==> config.mk <==
export PLATFORM = sky130hd
export DESIGN_NAME = csv_order_record_parse_route_unit
export DESIGN_NICKNAME = d
export VERILOG_FILES = /design/src/cpr_pkg.sv /design/src/cpr_fifo.sv /design/src/cpr_front.sv /design/src/cpr_back.sv /design/src/csv_order_record_parse_route_unit.sv
export SDC_FILE = /design/constraint.sdc
export NUM_CORES = 1
export LEC_CHECK = 0
export BUFFER_PORTS_ARGS = -buffer_cell sky130_fd_sc_hd__buf_2
export CAP_MARGIN = 20
export CORE_ASPECT_RATIO = 0.6
export CORE_UTILIZATION = 50
export DETAILED_ROUTE_END_ITERATION = 10
export PLACE_DENSITY_LB_ADDON = 0.15
export REMOVE_ABC_BUFFERS = 1
export SKIP_CTS_REPAIR_TIMING = 1
export SLEW_MARGIN = 20
export SYNTH_ARGS = -nofsm -noshare
export SYNTH_HDL_FRONTEND = slang
export SYNTH_HIERARCHICAL = 1
export SYNTH_SLANG_ARGS = --single-unit
==> constraint.sdc <==
create_clock -name clk -period 39 [get_ports clk]
set_input_delay 3.9 -clock clk [delete_from_list [all_inputs] [get_ports clk]]
set_output_delay 3.9 -clock clk [all_outputs]
set_load 0.005 [all_outputs]
==> src/cpr_pkg.sv <==
// ----------------------------------------------------------------------------
// cpr_pkg
// Shared types and character constants for the order record parser.
// ----------------------------------------------------------------------------
package cpr_pkg;

	// Character codes
	localparam logic [7:0] CH_COMMA = 8'h2C;
	localparam logic [7:0] CH_ZERO  = 8'h30;
	localparam logic [7:0] CH_NINE  = 8'h39;

	// Field count bounds
	localparam logic [2:0] REQ_FIELDS = 3'd4;
	localparam logic [2:0] MAX_FIELDS = 3'd5;

	// Field positions
	localparam logic [2:0] F_REQUEST  = 3'd0;
	localparam logic [2:0] F_USER     = 3'd1;
	localparam logic [2:0] F_ITEM     = 3'd2;
	localparam logic [2:0] F_QUANTITY = 3'd3;
	localparam logic [2:0] F_TIME     = 3'd4;

	// Input item class, decided by the front end
	typedef enum logic [1:0] {
		CLS_DIGIT = 2'd0,
		CLS_COMMA = 2'd1,
		CLS_OTHER = 2'd2,
		CLS_END   = 2'd3
	} cls_t;

	// Classified item handed from front to back
	typedef struct packed {
		cls_t       cls;
		logic [3:0] digit;
	} cmd_t;

	// One finished record
	typedef struct packed {
		logic        valid_res;
		logic [63:0] req_id;
		logic [63:0] user_id;
		logic [31:0] item_id;
		logic [31:0] quantity;
		logic [63:0] timestamp;
		logic [1:0]  lane;
	} res_t;

endpackage

==> src/cpr_fifo.sv <==
// ----------------------------------------------------------------------------
// cpr_fifo
// Small register queue with full/empty flags; head item shown on rdata.
// ----------------------------------------------------------------------------
module cpr_fifo #(
	parameter int WIDTH = 8,
	parameter int DEPTH = 2
) (
	input  logic             clk,
	input  logic             arst_n,
	input  logic             push,
	input  logic [WIDTH-1:0] wdata,
	output logic             full,
	input  logic             pop,
	output logic [WIDTH-1:0] rdata,
	output logic             empty
);
	localparam int AW = (DEPTH > 1) ? $clog2(DEPTH) : 1;
	localparam int CW = $clog2(DEPTH + 1);

	logic [WIDTH-1:0] mem_q [DEPTH];
	logic [AW-1:0]    wr_ptr_q;
	logic [AW-1:0]    rd_ptr_q;
	logic [CW-1:0]    count_q;
	logic             do_push;
	logic             do_pop;

	assign full    = (count_q == CW'(DEPTH));
	assign empty   = (count_q == '0);
	assign do_push = push && !full;
	assign do_pop  = pop && !empty;
	assign rdata   = mem_q[rd_ptr_q];

	// Storage
	always_ff @(posedge clk) begin
		if (do_push) begin
			mem_q[wr_ptr_q] <= wdata;
		end
	end

	// Pointers and fill count
	always_ff @(posedge clk or negedge arst_n) begin
		if (!arst_n) begin
			wr_ptr_q <= '0;
			rd_ptr_q <= '0;
			count_q  <= '0;
		end else begin
			if (do_push) begin
				wr_ptr_q <= (wr_ptr_q == AW'(DEPTH - 1)) ? '0 : wr_ptr_q + 1'b1;
			end
			if (do_pop) begin
				rd_ptr_q <= (rd_ptr_q == AW'(DEPTH - 1)) ? '0 : rd_ptr_q + 1'b1;
			end
			if (do_push && !do_pop) begin
				count_q <= count_q + 1'b1;
			end else if (do_pop && !do_push) begin
				count_q <= count_q - 1'b1;
			end
		end
	end

endmodule

==> src/cpr_front.sv <==
// ----------------------------------------------------------------------------
// cpr_front
// Input stage: takes one byte item a cycle while the queue below has room,
// classifies it and registers it.
module cpr_front (
	input  logic          clk,
	input  logic          arst_n,
	input  logic          push,
	output logic          full,
	input  logic          kind,
	input  logic [7:0]    byte_value,
	output logic          cmd_push,
	output cpr_pkg::cmd_t cmd,
	input  logic          cmd_full
);
	import cpr_pkg::*;

	logic       valid_s1;
	cmd_t       cmd_s1;
	cmd_t       cls_in;
	logic       advance;
	logic [7:0] digit_off;

	// Stage moves when empty or when the queue takes its item
	assign advance  = !valid_s1 || !cmd_full;
	assign full     = !advance;
	assign cmd_push = valid_s1;
	assign cmd      = cmd_s1;

	// Classify the incoming item
	always_comb begin
		digit_off    = byte_value - CH_ZERO;
		cls_in.digit = digit_off[3:0];
		priority if (kind) begin
			cls_in.cls = CLS_END;
		end else if (byte_value == CH_COMMA) begin
			cls_in.cls = CLS_COMMA;
		end else if (byte_value >= CH_ZERO && byte_value <= CH_NINE) begin
			cls_in.cls = CLS_DIGIT;
		end else begin
			cls_in.cls = CLS_OTHER;
		end
	end

	// Stage valid
	always_ff @(posedge clk or negedge arst_n) begin
		if (!arst_n) begin
			valid_s1 <= 1'b0;
		end else if (advance) begin
			valid_s1 <= push;
		end
	end

	// Stage payload
	always_ff @(posedge clk) begin
		if (advance && push) begin
			cmd_s1 <= cls_in;
		end
	end

endmodule

==> src/cpr_back.sv <==
// ----------------------------------------------------------------------------
// cpr_back
// Record engine: accumulates decimal fields, checks them, and builds the
// result with its routing lane when the end item arrives.
// ----------------------------------------------------------------------------
module cpr_back #(
	parameter int NUM_LANES = 4
) (
	input  logic          clk,
	input  logic          arst_n,
	input  logic          cmd_empty,
	input  cpr_pkg::cmd_t cmd,
	output logic          cmd_pop,
	input  logic          res_full,
	output logic          res_push,
	output cpr_pkg::res_t res
);
	import cpr_pkg::*;

	// Remainder width and the wrap correction (2^64 mod lanes)
	localparam int RW = (NUM_LANES > 1) ? $clog2(NUM_LANES) : 1;
	localparam int TW = $clog2(32 * NUM_LANES);

	function automatic int unsigned wrap_mod(input int unsigned n);
		int unsigned c;
		c = 1;
		for (int i = 0; i < 64; i++) begin
			c = c * 2;
			if (c >= n) begin
				c = c - n;
			end
		end
		return c;
	endfunction

	localparam int unsigned WRAP_C = wrap_mod(NUM_LANES);
	localparam int unsigned WRAP_ADJ = NUM_LANES - WRAP_C;

	logic [63:0]   acc_q;
	logic [RW-1:0] rem_q;
	logic [2:0]    fields_q;
	logic          empty_q;
	logic          bad_q;
	logic          err_q;
	logic [63:0]   req_q;
	logic [63:0]   user_q;
	logic [31:0]   item_q;
	logic [31:0]   qty_q;
	logic [63:0]   time_q;
	logic [RW-1:0] req_rem_q;
	logic [RW-1:0] user_rem_q;

	logic [67:0]   mul10;
	logic [3:0]    wraps;
	logic [TW-1:0] t_rem;
	logic [RW-1:0] rem_nxt;
	logic          open;
	logic          closing;
	logic          err_a;
	logic [2:0]    fields_a;
	logic [63:0]   req_a;
	logic [63:0]   user_a;
	logic [31:0]   item_a;
	logic [31:0]   qty_a;
	logic [63:0]   time_a;
	logic [RW-1:0] req_rem_a;
	logic [RW-1:0] user_rem_a;
	logic [RW-1:0] key_rem;
	logic [RW+1:0] key_ext;
	logic          ok;

	// Decimal step: acc * 10 + digit, with the wrap count kept for the remainder
	always_comb begin
		mul10 = ({4'b0, acc_q} << 3) + ({4'b0, acc_q} << 1) + 68'(cmd.digit);
		wraps = mul10[67:64];
	end

	// Running remainder of the wrapped value: 10r + d - wraps * 2^64 (mod lanes)
	always_comb begin
		t_rem = TW'(rem_q) * TW'(10) + TW'(cmd.digit) + TW'(wraps) * TW'(WRAP_ADJ);
		for (int k = 4; k >= 0; k--) begin
			if (t_rem >= TW'(NUM_LANES << k)) begin
				t_rem = t_rem - TW'(NUM_LANES << k);
			end
		end
		rem_nxt = t_rem[RW-1:0];
	end

	// Field close: checks and saved values as seen after the close
	always_comb begin
		open    = (fields_q < MAX_FIELDS);
		closing = open && (cmd.cls == CLS_COMMA || cmd.cls == CLS_END);
		err_a   = err_q;
		if (closing) begin
			if (fields_q < REQ_FIELDS) begin
				if (empty_q || bad_q) begin
					err_a = 1'b1;
				end
				if (fields_q >= F_ITEM && |acc_q[63:32]) begin
					err_a = 1'b1;
				end
			end else if (bad_q) begin
				err_a = 1'b1;
			end
		end
		fields_a   = closing ? fields_q + 3'd1 : fields_q;
		req_a      = (closing && fields_q == F_REQUEST)  ? acc_q        : req_q;
		user_a     = (closing && fields_q == F_USER)     ? acc_q        : user_q;
		item_a     = (closing && fields_q == F_ITEM)     ? acc_q[31:0]  : item_q;
		qty_a      = (closing && fields_q == F_QUANTITY) ? acc_q[31:0]  : qty_q;
		time_a     = (closing && fields_q == F_TIME)     ? acc_q        : time_q;
		req_rem_a  = (closing && fields_q == F_REQUEST)  ? rem_q        : req_rem_q;
		user_rem_a = (closing && fields_q == F_USER)     ? rem_q        : user_rem_q;
	end

	// Result build and handshake
	always_comb begin
		cmd_pop  = !cmd_empty && (cmd.cls != CLS_END || !res_full);
		res_push = cmd_pop && (cmd.cls == CLS_END);
		ok       = !err_a && (fields_a >= REQ_FIELDS);
		key_rem  = (user_a != 64'd0) ? user_rem_a : req_rem_a;
		key_ext  = (RW + 2)'(key_rem);
		res.valid_res  = ok;
		res.req_id     = ok ? req_a  : 64'd0;
		res.user_id    = ok ? user_a : 64'd0;
		res.item_id    = ok ? item_a : 32'd0;
		res.quantity   = ok ? qty_a  : 32'd0;
		res.timestamp  = ok ? time_a : 64'd0;
		res.lane       = ok ? key_ext[1:0] : 2'd0;
	end

	// Record state
	always_ff @(posedge clk or negedge arst_n) begin
		if (!arst_n) begin
			acc_q      <= '0;
			rem_q      <= '0;
			fields_q   <= '0;
			empty_q    <= 1'b1;
			bad_q      <= 1'b0;
			err_q      <= 1'b0;
			req_q      <= '0;
			user_q     <= '0;
			item_q     <= '0;
			qty_q      <= '0;
			time_q     <= '0;
			req_rem_q  <= '0;
			user_rem_q <= '0;
		end else if (cmd_pop) begin
			unique case (cmd.cls)
				CLS_DIGIT: begin
					if (open) begin
						acc_q   <= mul10[63:0];
						rem_q   <= rem_nxt;
						empty_q <= 1'b0;
					end
				end
				CLS_OTHER: begin
					if (open) begin
						empty_q <= 1'b0;
						bad_q   <= 1'b1;
					end
				end
				CLS_COMMA: begin
					if (closing) begin
						acc_q      <= '0;
						rem_q      <= '0;
						empty_q    <= 1'b1;
						bad_q      <= 1'b0;
						err_q      <= err_a;
						fields_q   <= fields_a;
						req_q      <= req_a;
						user_q     <= user_a;
						item_q     <= item_a;
						qty_q      <= qty_a;
						time_q     <= time_a;
						req_rem_q  <= req_rem_a;
						user_rem_q <= user_rem_a;
					end
				end
				CLS_END: begin
					acc_q      <= '0;
					rem_q      <= '0;
					fields_q   <= '0;
					empty_q    <= 1'b1;
					bad_q      <= 1'b0;
					err_q      <= 1'b0;
					req_q      <= '0;
					user_q     <= '0;
					item_q     <= '0;
					qty_q      <= '0;
					time_q     <= '0;
					req_rem_q  <= '0;
					user_rem_q <= '0;
				end
				default: begin
				end
			endcase
		end
	end

	// Checks
	a_fields_bound: assert property (@(posedge clk) disable iff (!arst_n)
		fields_q <= MAX_FIELDS)
		else $error("field count beyond five");

	a_rem_bound: assert property (@(posedge clk) disable iff (!arst_n)
		32'(rem_q) < NUM_LANES && 32'(req_rem_q) < NUM_LANES && 32'(user_rem_q) < NUM_LANES)
		else $error("remainder out of range");

	a_end_clears: assert property (@(posedge clk) disable iff (!arst_n)
		res_push |=> (fields_q == 3'd0 && empty_q && !err_q && acc_q == 64'd0))
		else $error("record state not cleared after end item");

	a_reject_zero: assert property (@(posedge clk) disable iff (!arst_n)
		(res_push && !res.valid_res) |-> (res.lane == 2'd0 && res.req_id == 64'd0))
		else $error("rejected record carries nonzero fields");

endmodule

==> src/csv_order_record_parse_route_unit.sv <==
// ----------------------------------------------------------------------------
// csv_order_record_parse_route_unit
// Path: front stage register, command queue, record engine, result queue, ports.
// Throughput: one item per cycle while no full queue holds the flow; the engine has no busy state.
// Two-entry queues sit between front and back and on the result side.
// Reset: arst_n clears all parse state and empties both queues at once.
// ----------------------------------------------------------------------------
module csv_order_record_parse_route_unit #(
	parameter int NUM_LANES = 4
) (
	input  logic        clk,
	input  logic        arst_n,
	input  logic        push,
	output logic        full,
	input  logic        kind,
	input  logic [7:0]  byte_value,
	output logic        empty,
	input  logic        pop,
	output logic        valid_res,
	output logic [63:0] req_id,
	output logic [63:0] user_id,
	output logic [31:0] item_id,
	output logic [31:0] quantity,
	output logic [63:0] timestamp,
	output logic [1:0]  lane
);
	import cpr_pkg::*;

	logic cmd_push;
	logic cmd_full;
	logic cmd_empty;
	logic cmd_pop;
	cmd_t cmd_in;
	cmd_t cmd_out;
	logic res_push;
	logic res_full;
	res_t res_in;
	res_t res_out;

	// Front end: accept and classify
	cpr_front u_front (
		.clk       (clk),
		.arst_n    (arst_n),
		.push      (push),
		.full      (full),
		.kind      (kind),
		.byte_value(byte_value),
		.cmd_push  (cmd_push),
		.cmd       (cmd_in),
		.cmd_full  (cmd_full)
	);

	// Queue between front and back
	cpr_fifo #(
		.WIDTH($bits(cmd_t)),
		.DEPTH(2)
	) u_cmd_q (
		.clk   (clk),
		.arst_n(arst_n),
		.push  (cmd_push),
		.wdata (cmd_in),
		.full  (cmd_full),
		.pop   (cmd_pop),
		.rdata (cmd_out),
		.empty (cmd_empty)
	);

	// Record engine
	cpr_back #(
		.NUM_LANES(NUM_LANES)
	) u_back (
		.clk      (clk),
		.arst_n   (arst_n),
		.cmd_empty(cmd_empty),
		.cmd      (cmd_out),
		.cmd_pop  (cmd_pop),
		.res_full (res_full),
		.res_push (res_push),
		.res      (res_in)
	);

	// Result queue
	cpr_fifo #(
		.WIDTH($bits(res_t)),
		.DEPTH(2)
	) u_res_q (
		.clk   (clk),
		.arst_n(arst_n),
		.push  (res_push),
		.wdata (res_in),
		.full  (res_full),
		.pop   (pop),
		.rdata (res_out),
		.empty (empty)
	);

	assign valid_res  = res_out.valid_res;
	assign req_id     = res_out.req_id;
	assign user_id    = res_out.user_id;
	assign item_id    = res_out.item_id;
	assign quantity   = res_out.quantity;
	assign timestamp  = res_out.timestamp;
	assign lane       = res_out.lane;

endmodule
==> results of run 1 <==
## cell type report
type                            instances  area, um^2
Clock buffer                          107        2220
Fill cell                            6766       35800
Timing Repair Buffer                  309        1690
Clock inverter                         45         487
Tap cell                             1120        1400
Inverter                               28         105
Multi-Input combinational cell       2152       16100
Sequential cell                       875       24600
## per-layer routing
metal	track usage (%)	part of all wire (%)	vias to the layer above
met5	0	0	-
met4	5.64	1.7	0
met3	4.60	8.0	137
met2	37.4	42	1218
met1	42.5	49	14305
li1	-	-	12435
## worst min-delay path by stage
| stage | endpoint | from |
|---|---|---|
| after floorplan | u_cmd_q/mem_q[0][0] | u_front/cmd[0] |
| after global placement | u_back/empty_q | u_back/empty_q |
| after detailed placement | u_back/empty_q | u_back/empty_q |
| after CTS | u_back/empty_q | u_back/empty_q |
| after global routing | u_cmd_q/mem_q[1][4] | u_front/cmd[4] |
| final | u_back/empty_q | u_back/empty_q |
## worst min-delay path, cell delays in order (launching register included)
cell     delay, ns
dfstp_2       0.37
nand2_1       0.05
nand2_1       0.05
## flip-flops by register name, summed over array words and instances (netlist names), 2 cells and up
name               cells
u_back/acc_q          64
u_back/user_rem_q      2
u_back/user_q         64
u_cmd_q/mem_q         12
u_back/item_q         32
u_back/qty_q          32
u_back/fields_q        3
u_back/req_q          64
u_res_q/mem_q        518
u_back/req_rem_q       2
u_back/time_q         64
u_res_q/count_q        2
u_cmd_q/count_q        2
u_front/cmd            6
## logic make-up after synthesis
logic type,after synthesis
compound gates,839
xor+xnor,58
simple gates,859
buf+inv,304
fa+ha+maj,130
mux,266
flops,875
## cells in the final DEF, fill, tap and decap left out, drive strengths merged, types with 19 or more instances in the layout
cell type	count
nor2	63
o21ai	101
nand3	21
nand2	637
nor3	19
mux2	265
nand4	23
dfrtp	338
buf	309
a21oi	340
xnor2	30
clkinv	25
a22o	262
edfxtp	536
a21o	30
clkbuf	107
nor4	32
o21bai	22
inv	33
ha	128
xor2	28
## power breakdown
| group | internal, mW | total (mW) | leakage, nW | switching [mW] |
|---|---|---|---|---|
| sequential | 1.17 | 1.27 | 9.75 | 0.0925 |
| clock | 0.464 | 0.819 | 1.31 | 0.356 |
| combinational | 0.372 | 0.989 | 7.18 | 0.617 |
## metrics by stage
step                      power, mW  setup slack (ns)  util [%]
after floorplan                2.04             25.80         -
after global placement         2.25             31.73      53.2
after detailed placement       2.26             31.66      53.2
after CTS                      3.09             30.89      56.5
after global routing           3.21             30.80      56.6
final                          3.07             30.98      56.6
==> results.py, run 1 <==
metrics = {
    "status": {
        "status": "finished, final reports clean",
    },
    "logic_synthesis": {
        "yosysWarnings": 6,
        "synth_xor_area_share_pct": 1.21,
        "ys_seq_area_share_pct": 58.5,
        "synth_simple_gate_area_share_pct": 8.60,
        "synth_common_cells": "nand2_1 (636), edfxtp_1 (536), dfrtp_1 (338), a22o_1 (262), a21oi_2 (209)",
        "mappedNetlistArea_mm2": 0.0420,
        "synth_top_family_by_area": "compound AO/OA/AOI/OAI gates",
        "synth_top_area_share_pct": 38.3,
        "postSynthCellCount": 3331,
        "synth_edf_count": 536,
        "synth_fa_ha_area_share_pct": 3.91,
        "synthTopCellsByArea": "edfxtp_1 (38%), dfrtp_1 (20%), mux2_4 (7.2%), nand2_1 (5.7%), a22o_1 (5.5%)",
        "async_flop_share_pct": 38.7,
        "muxShareOfSynthArea_pct": 8.92,
        "syn_avg_cell_area_um2": 12.6,
        "synthFlopType": "edfxtp_1",
        "synth_compound_area_share_pct": 15.2,
        "ys_ff_latch": 875,
        "yosys.area.top_type": "edfxtp_1",
        "yosysUniqueCellTypes": 78,
        "yosysMostFrequentCell": "nand2_1",
    },
    "timing": {
        "min_period_ns": 8.02,
        "timing.hold.ws_ns": 0.474,
        "finClkSkew_ns": 0.0213,
        "setup-tns-final_ns": 0,
        "rsz0062_at_grt": "false",
        "finalHoldViolCount": 0,
        "worstMarginPinSlew_ns": 1.39,
        "slew_headroom_pct": 7.03,
        "fmax_mhz": 125,
        "finalCritPeriodShare_pct": 20.6,
        "drv_slew": 0,
        "setup_viol": 0,
    },
    "critical_path": {
        "startpoint": "u_res_q/rd_ptr_q",
        "start_kind": "flop",
        "path_cells": "buf_4 -> buf_4 -> mux2_2 -> buf_2",
        "cp.required_ns": 35.10,
        "critPathTopFamily": "buffers and inverters",
        "slowest_delay_ns": 1.01,
        "critPathCaptureType": "output port",
        "arrival_ns": 4.12,
        "cp.depth": 4,
        "path_max_fanout": 58,
        "endpoint": "req_id[61]",
        "crit_type": "flop to output port",
        "slowest_stage": "dfrtp_4",
        "crit_top_cell": "buf_4",
        "critical_path_buf_inv_count": 3,
        "reg2reg_depth": 12,
        "r2r_setup_slack_ns": 33.11,
        "reg2reg_to": "u_res_q/mem_q[0][217]",
        "reg2reg_from": "u_back/acc_q[33]",
    },
    "detailed_routing": {
        "dr.pass1.iters": 6,
        "routedWlPerCell_um": 24.5,
        "drtIter0Drc": 2717,
        "dr_total_vias": 28095,
        "remaining_drc_errors": 0,
        "wl_um": 114000,
        "ant_nets": 0,
        "viasPerCell": 6.06,
    },
    "placement": {
        "gp_congestion": 0.920,
        "dp_hpwl_um": 72800,
        "dp.cells": 4483,
        "port_buffers": 273,
        "place_area_mm2": 0.0438,
    },
    "cts": {
        "cts.path.max_buffers": 3,
        "numCtsBuffers": 82,
        "cts_max_level": 3,
        "clk_latency_ns": 0.68,
        "cts_root_buf": "clkbuf_16",
        "cts_tree": "built",
        "path_clk_slew_ns": 0.07,
        "cts.sinks": 875,
    },
    "die": {
        "initial_core_util_pct": 51.0,
        "die_h_um": 226,
        "core_area_mm2": 0.0823,
        "fp.dieW_um": 376,
        "die_area_mm2": 0.0852,
        "placementRows": 81,
        "num_io_pins": 274,
    },
    "grt": {
        "antenna_found_initial": 0,
        "grt_overflow_total": 0,
        "grt_pass1_wl_um": 171000,
        "grt_max_degree": 154,
        "grt_pass1_vias": 27060,
        "grtUsageTotal_pct": 26.6,
    },
    "worst_hold_path": {
        "hold_depth": 2,
        "hp-class": "flop to flop",
    },
    "pwr": {
        "vdd_drop_max_mv": 0.0452,
        "power_density_mw_per_mm2": 66.0,
        "p_leak_nw": 18.2,
    },
    "finish": {
        "layout.nets": 3591,
        "design_area_mm2": 0.0465,
        "drive_gt1_share_pct": 26.6,
        "antenna_cells": 0,
        "syn2layout_area_growth_pct": 10.8,
        "stdcell_count": 4636,
    },
    "run": {
        "drv_cap": 0,
    },
}
(Power assumes the default switching activity.)
==> inputs of run 2 (changes only) <==
Clock period 39 ns to 7.21 ns, I/O delays scaled along.
==> run 2 against run 1 <==
  * Count of clock-buffer cells in the layout rose by 2
  * Non-clock buffer count increased by 12
  * Worst setup slack lost 29 ns
  * Sequential share of layout area shrank 0.46 points
  * Critical endpoint is now u_back/acc_q[57]
  * Largest power group unchanged
  * Highest routed layer unchanged
==> results.py, run 2 (same netlist as run 1, synthesis figures left out) <==
metrics = {
    "die": {
        "placementRows": 81,
        "fp.dieW_um": 376,
        "die_h_um": 226,
        "die_area_mm2": 0.0852,
        "num_io_pins": 274,
        "initial_core_util_pct": 51.0,
        "core_area_mm2": 0.0823,
    },
    "critical_path": {
        "reg2reg_from": "u_cmd_q/rd_ptr_q",
        "arrival_ns": 5.32,
        "reg2reg_to": "u_back/acc_q[57]",
        "r2r_setup_slack_ns": 2.44,
        "startpoint": "u_cmd_q/rd_ptr_q",
        "critPathCaptureType": "flop",
        "path_max_fanout": 7,
        "reg2reg_depth": 15,
        "crit_type": "flop to flop",
        "cp.required_ns": 7.77,
        "start_kind": "flop",
    },
    "pwr": {
        "power_mw": 17.0,
        "power_density_mw_per_mm2": 362,
        "p_leak_nw": 18.4,
        "vdd_drop_max_mv": 0.537,
    },
    "detailed_routing": {
        "wl_um": 119000,
        "drtIter0Drc": 3043,
        "viasPerCell": 6.08,
        "dr.pass1.iters": 5,
        "remaining_drc_errors": 0,
        "ant_nets": 0,
        "dr_total_vias": 28283,
        "routedWlPerCell_um": 25.6,
    },
    "finish": {
        "nFillCells": 6727,
        "syn2layout_area_growth_pct": 11.8,
        "layout.nets": 3605,
        "antenna_cells": 0,
        "final_cell_mix": "nand2_1 (633), edfxtp_1 (536), dfrtp_1 (337)",
        "final_common_cell": "nand2_1",
        "largest_register": "u_res_q/mem_q",
        "largest_reg_flops": 518,
        "drive_gt1_share_pct": 27.2,
    },
    "timing": {
        "finClkSkew_ns": 0.0277,
        "finalHoldViolCount": 0,
        "slew_headroom_pct": 19.0,
        "setup_viol": 0,
        "min_period_ns": 4.77,
        "setup_slack_ns": 2.44,
        "drv_slew": 0,
        "rsz0062_at_grt": "false",
        "setup-tns-final_ns": 0,
        "finalCritPeriodShare_pct": 66.1,
        "timing.hold.ws_ns": 0.0581,
        "worstMarginPinSlew_ns": 1.20,
        "fmax_mhz": 210,
    },
    "grt": {
        "antenna_found_initial": 2,
        "grt_pass1_vias": 27574,
        "grt_overflow_total": 0,
        "grt_max_degree": 159,
        "grt_pass1_wl_um": 178000,
        "grtUsageTotal_pct": 27.9,
    },
    "cts": {
        "cts.path.max_buffers": 3,
        "numCtsBuffers": 84,
        "clk_latency_ns": 0.68,
        "cts_max_level": 3,
        "cts_root_buf": "clkbuf_16",
        "path_clk_slew_ns": 0.06,
        "cts.sinks": 875,
        "cts_tree": "built",
    },
    "placement": {
        "dp_slack_ns": 2.60,
        "gp_congestion": 0.924,
        "port_buffers": 273,
        "dp_hpwl_um": 75600,
    },
    "run": {
        "drv_cap": 0,
    },
    "status": {
        "status": "finished, final reports clean",
    },
    "worst_hold_path": {
        "hp-class": "input pin to asynchronous set/reset pin",
    },
}
==> run 2: cell count changes in the layout (fill, tap and decap cells not counted), moves of 2 or more <==
cell        delta
clkinv_2       +7
buf_4          -7
clkbuf_1       -8
bufinv_16      -5
inv_16         +2
buf_12         +9
clkbuf_8      +10
clkinvlp_4     +3
buf_16         +8
clkinvlp_2     -3
==> run 2: critical path, stage by stage (launching register included) <==
cell and delay, ns:
dfrtp_1 0.51, mux2_1 0.37, inv_1 0.11, fa_1 0.40, inv_1 0.11, ha_1 0.25
a211oi_1 0.32, o21bai_1 0.16, a2111oi_0 0.75, buf_4 0.23, nor3_1 0.06, o21ai_0 0.37
a2111oi_2 0.20, a21boi_1 0.32, o21ai_0 0.16, a221o_1 0.32
==> run 2: report_power, final <==
part	switching (mW)	leakage, nW	internal, mW
sequential	0.470	9.75	6.33
combinational	3.60	7.34	2.18
clock	1.99	1.34	2.45
==> run 2: layer usage <==
layer | global-route usage, % | share of wire [%]
met1 | 44.9 | 49
met2 | 38.1 | 41
met3 | 5.65 | 8.4
met4 | 6.01 | 1.6
met5 | 0 | 0
==> run 2: how the worst max path moves through the flow <==
stage                     cells after the start  slack [ns]                  end
after CTS                                    10        2.57  u_res_q/mem_q[0][1]
after global routing                         15        2.19     u_back/acc_q[57]
after floorplan                               5       -5.99  u_res_q/mem_q[0][0]
final                                        15        2.44     u_back/acc_q[57]
after global placement                        7        2.31     u_back/req_q[58]
after detailed placement                     10        2.60  u_res_q/mem_q[1][0]
==> run 2: per-stage QoR <==
step / instances / util [%] / instance area (um^2)
5_1_grt: 4654 / 57.1 / 47000
4_1_cts: 4649 / 56.9 / 46800
3_3_place_gp: 4482 / 53.3 / 43900
6_report: 4654 / 57.1 / 47000
3_5_place_dp: 4491 / 53.6 / 44100
2_1_floorplan: 3055 / - / 40600
==> run 2: final cells by class <==
class / instances / area [um^2] / share of cell area, %
clock buffer: 109 / 2330 / 4.95
clock inverter: 49 / 414 / 0.882
inverter: 28 / 105 / 0.224
multi-input combinational: 2152 / 16100 / 34.2
sequential: 875 / 24600 / 52.4
tap: 1120 / 1400 / 2.98
timing repair buffer: 321 / 2070 / 4.40
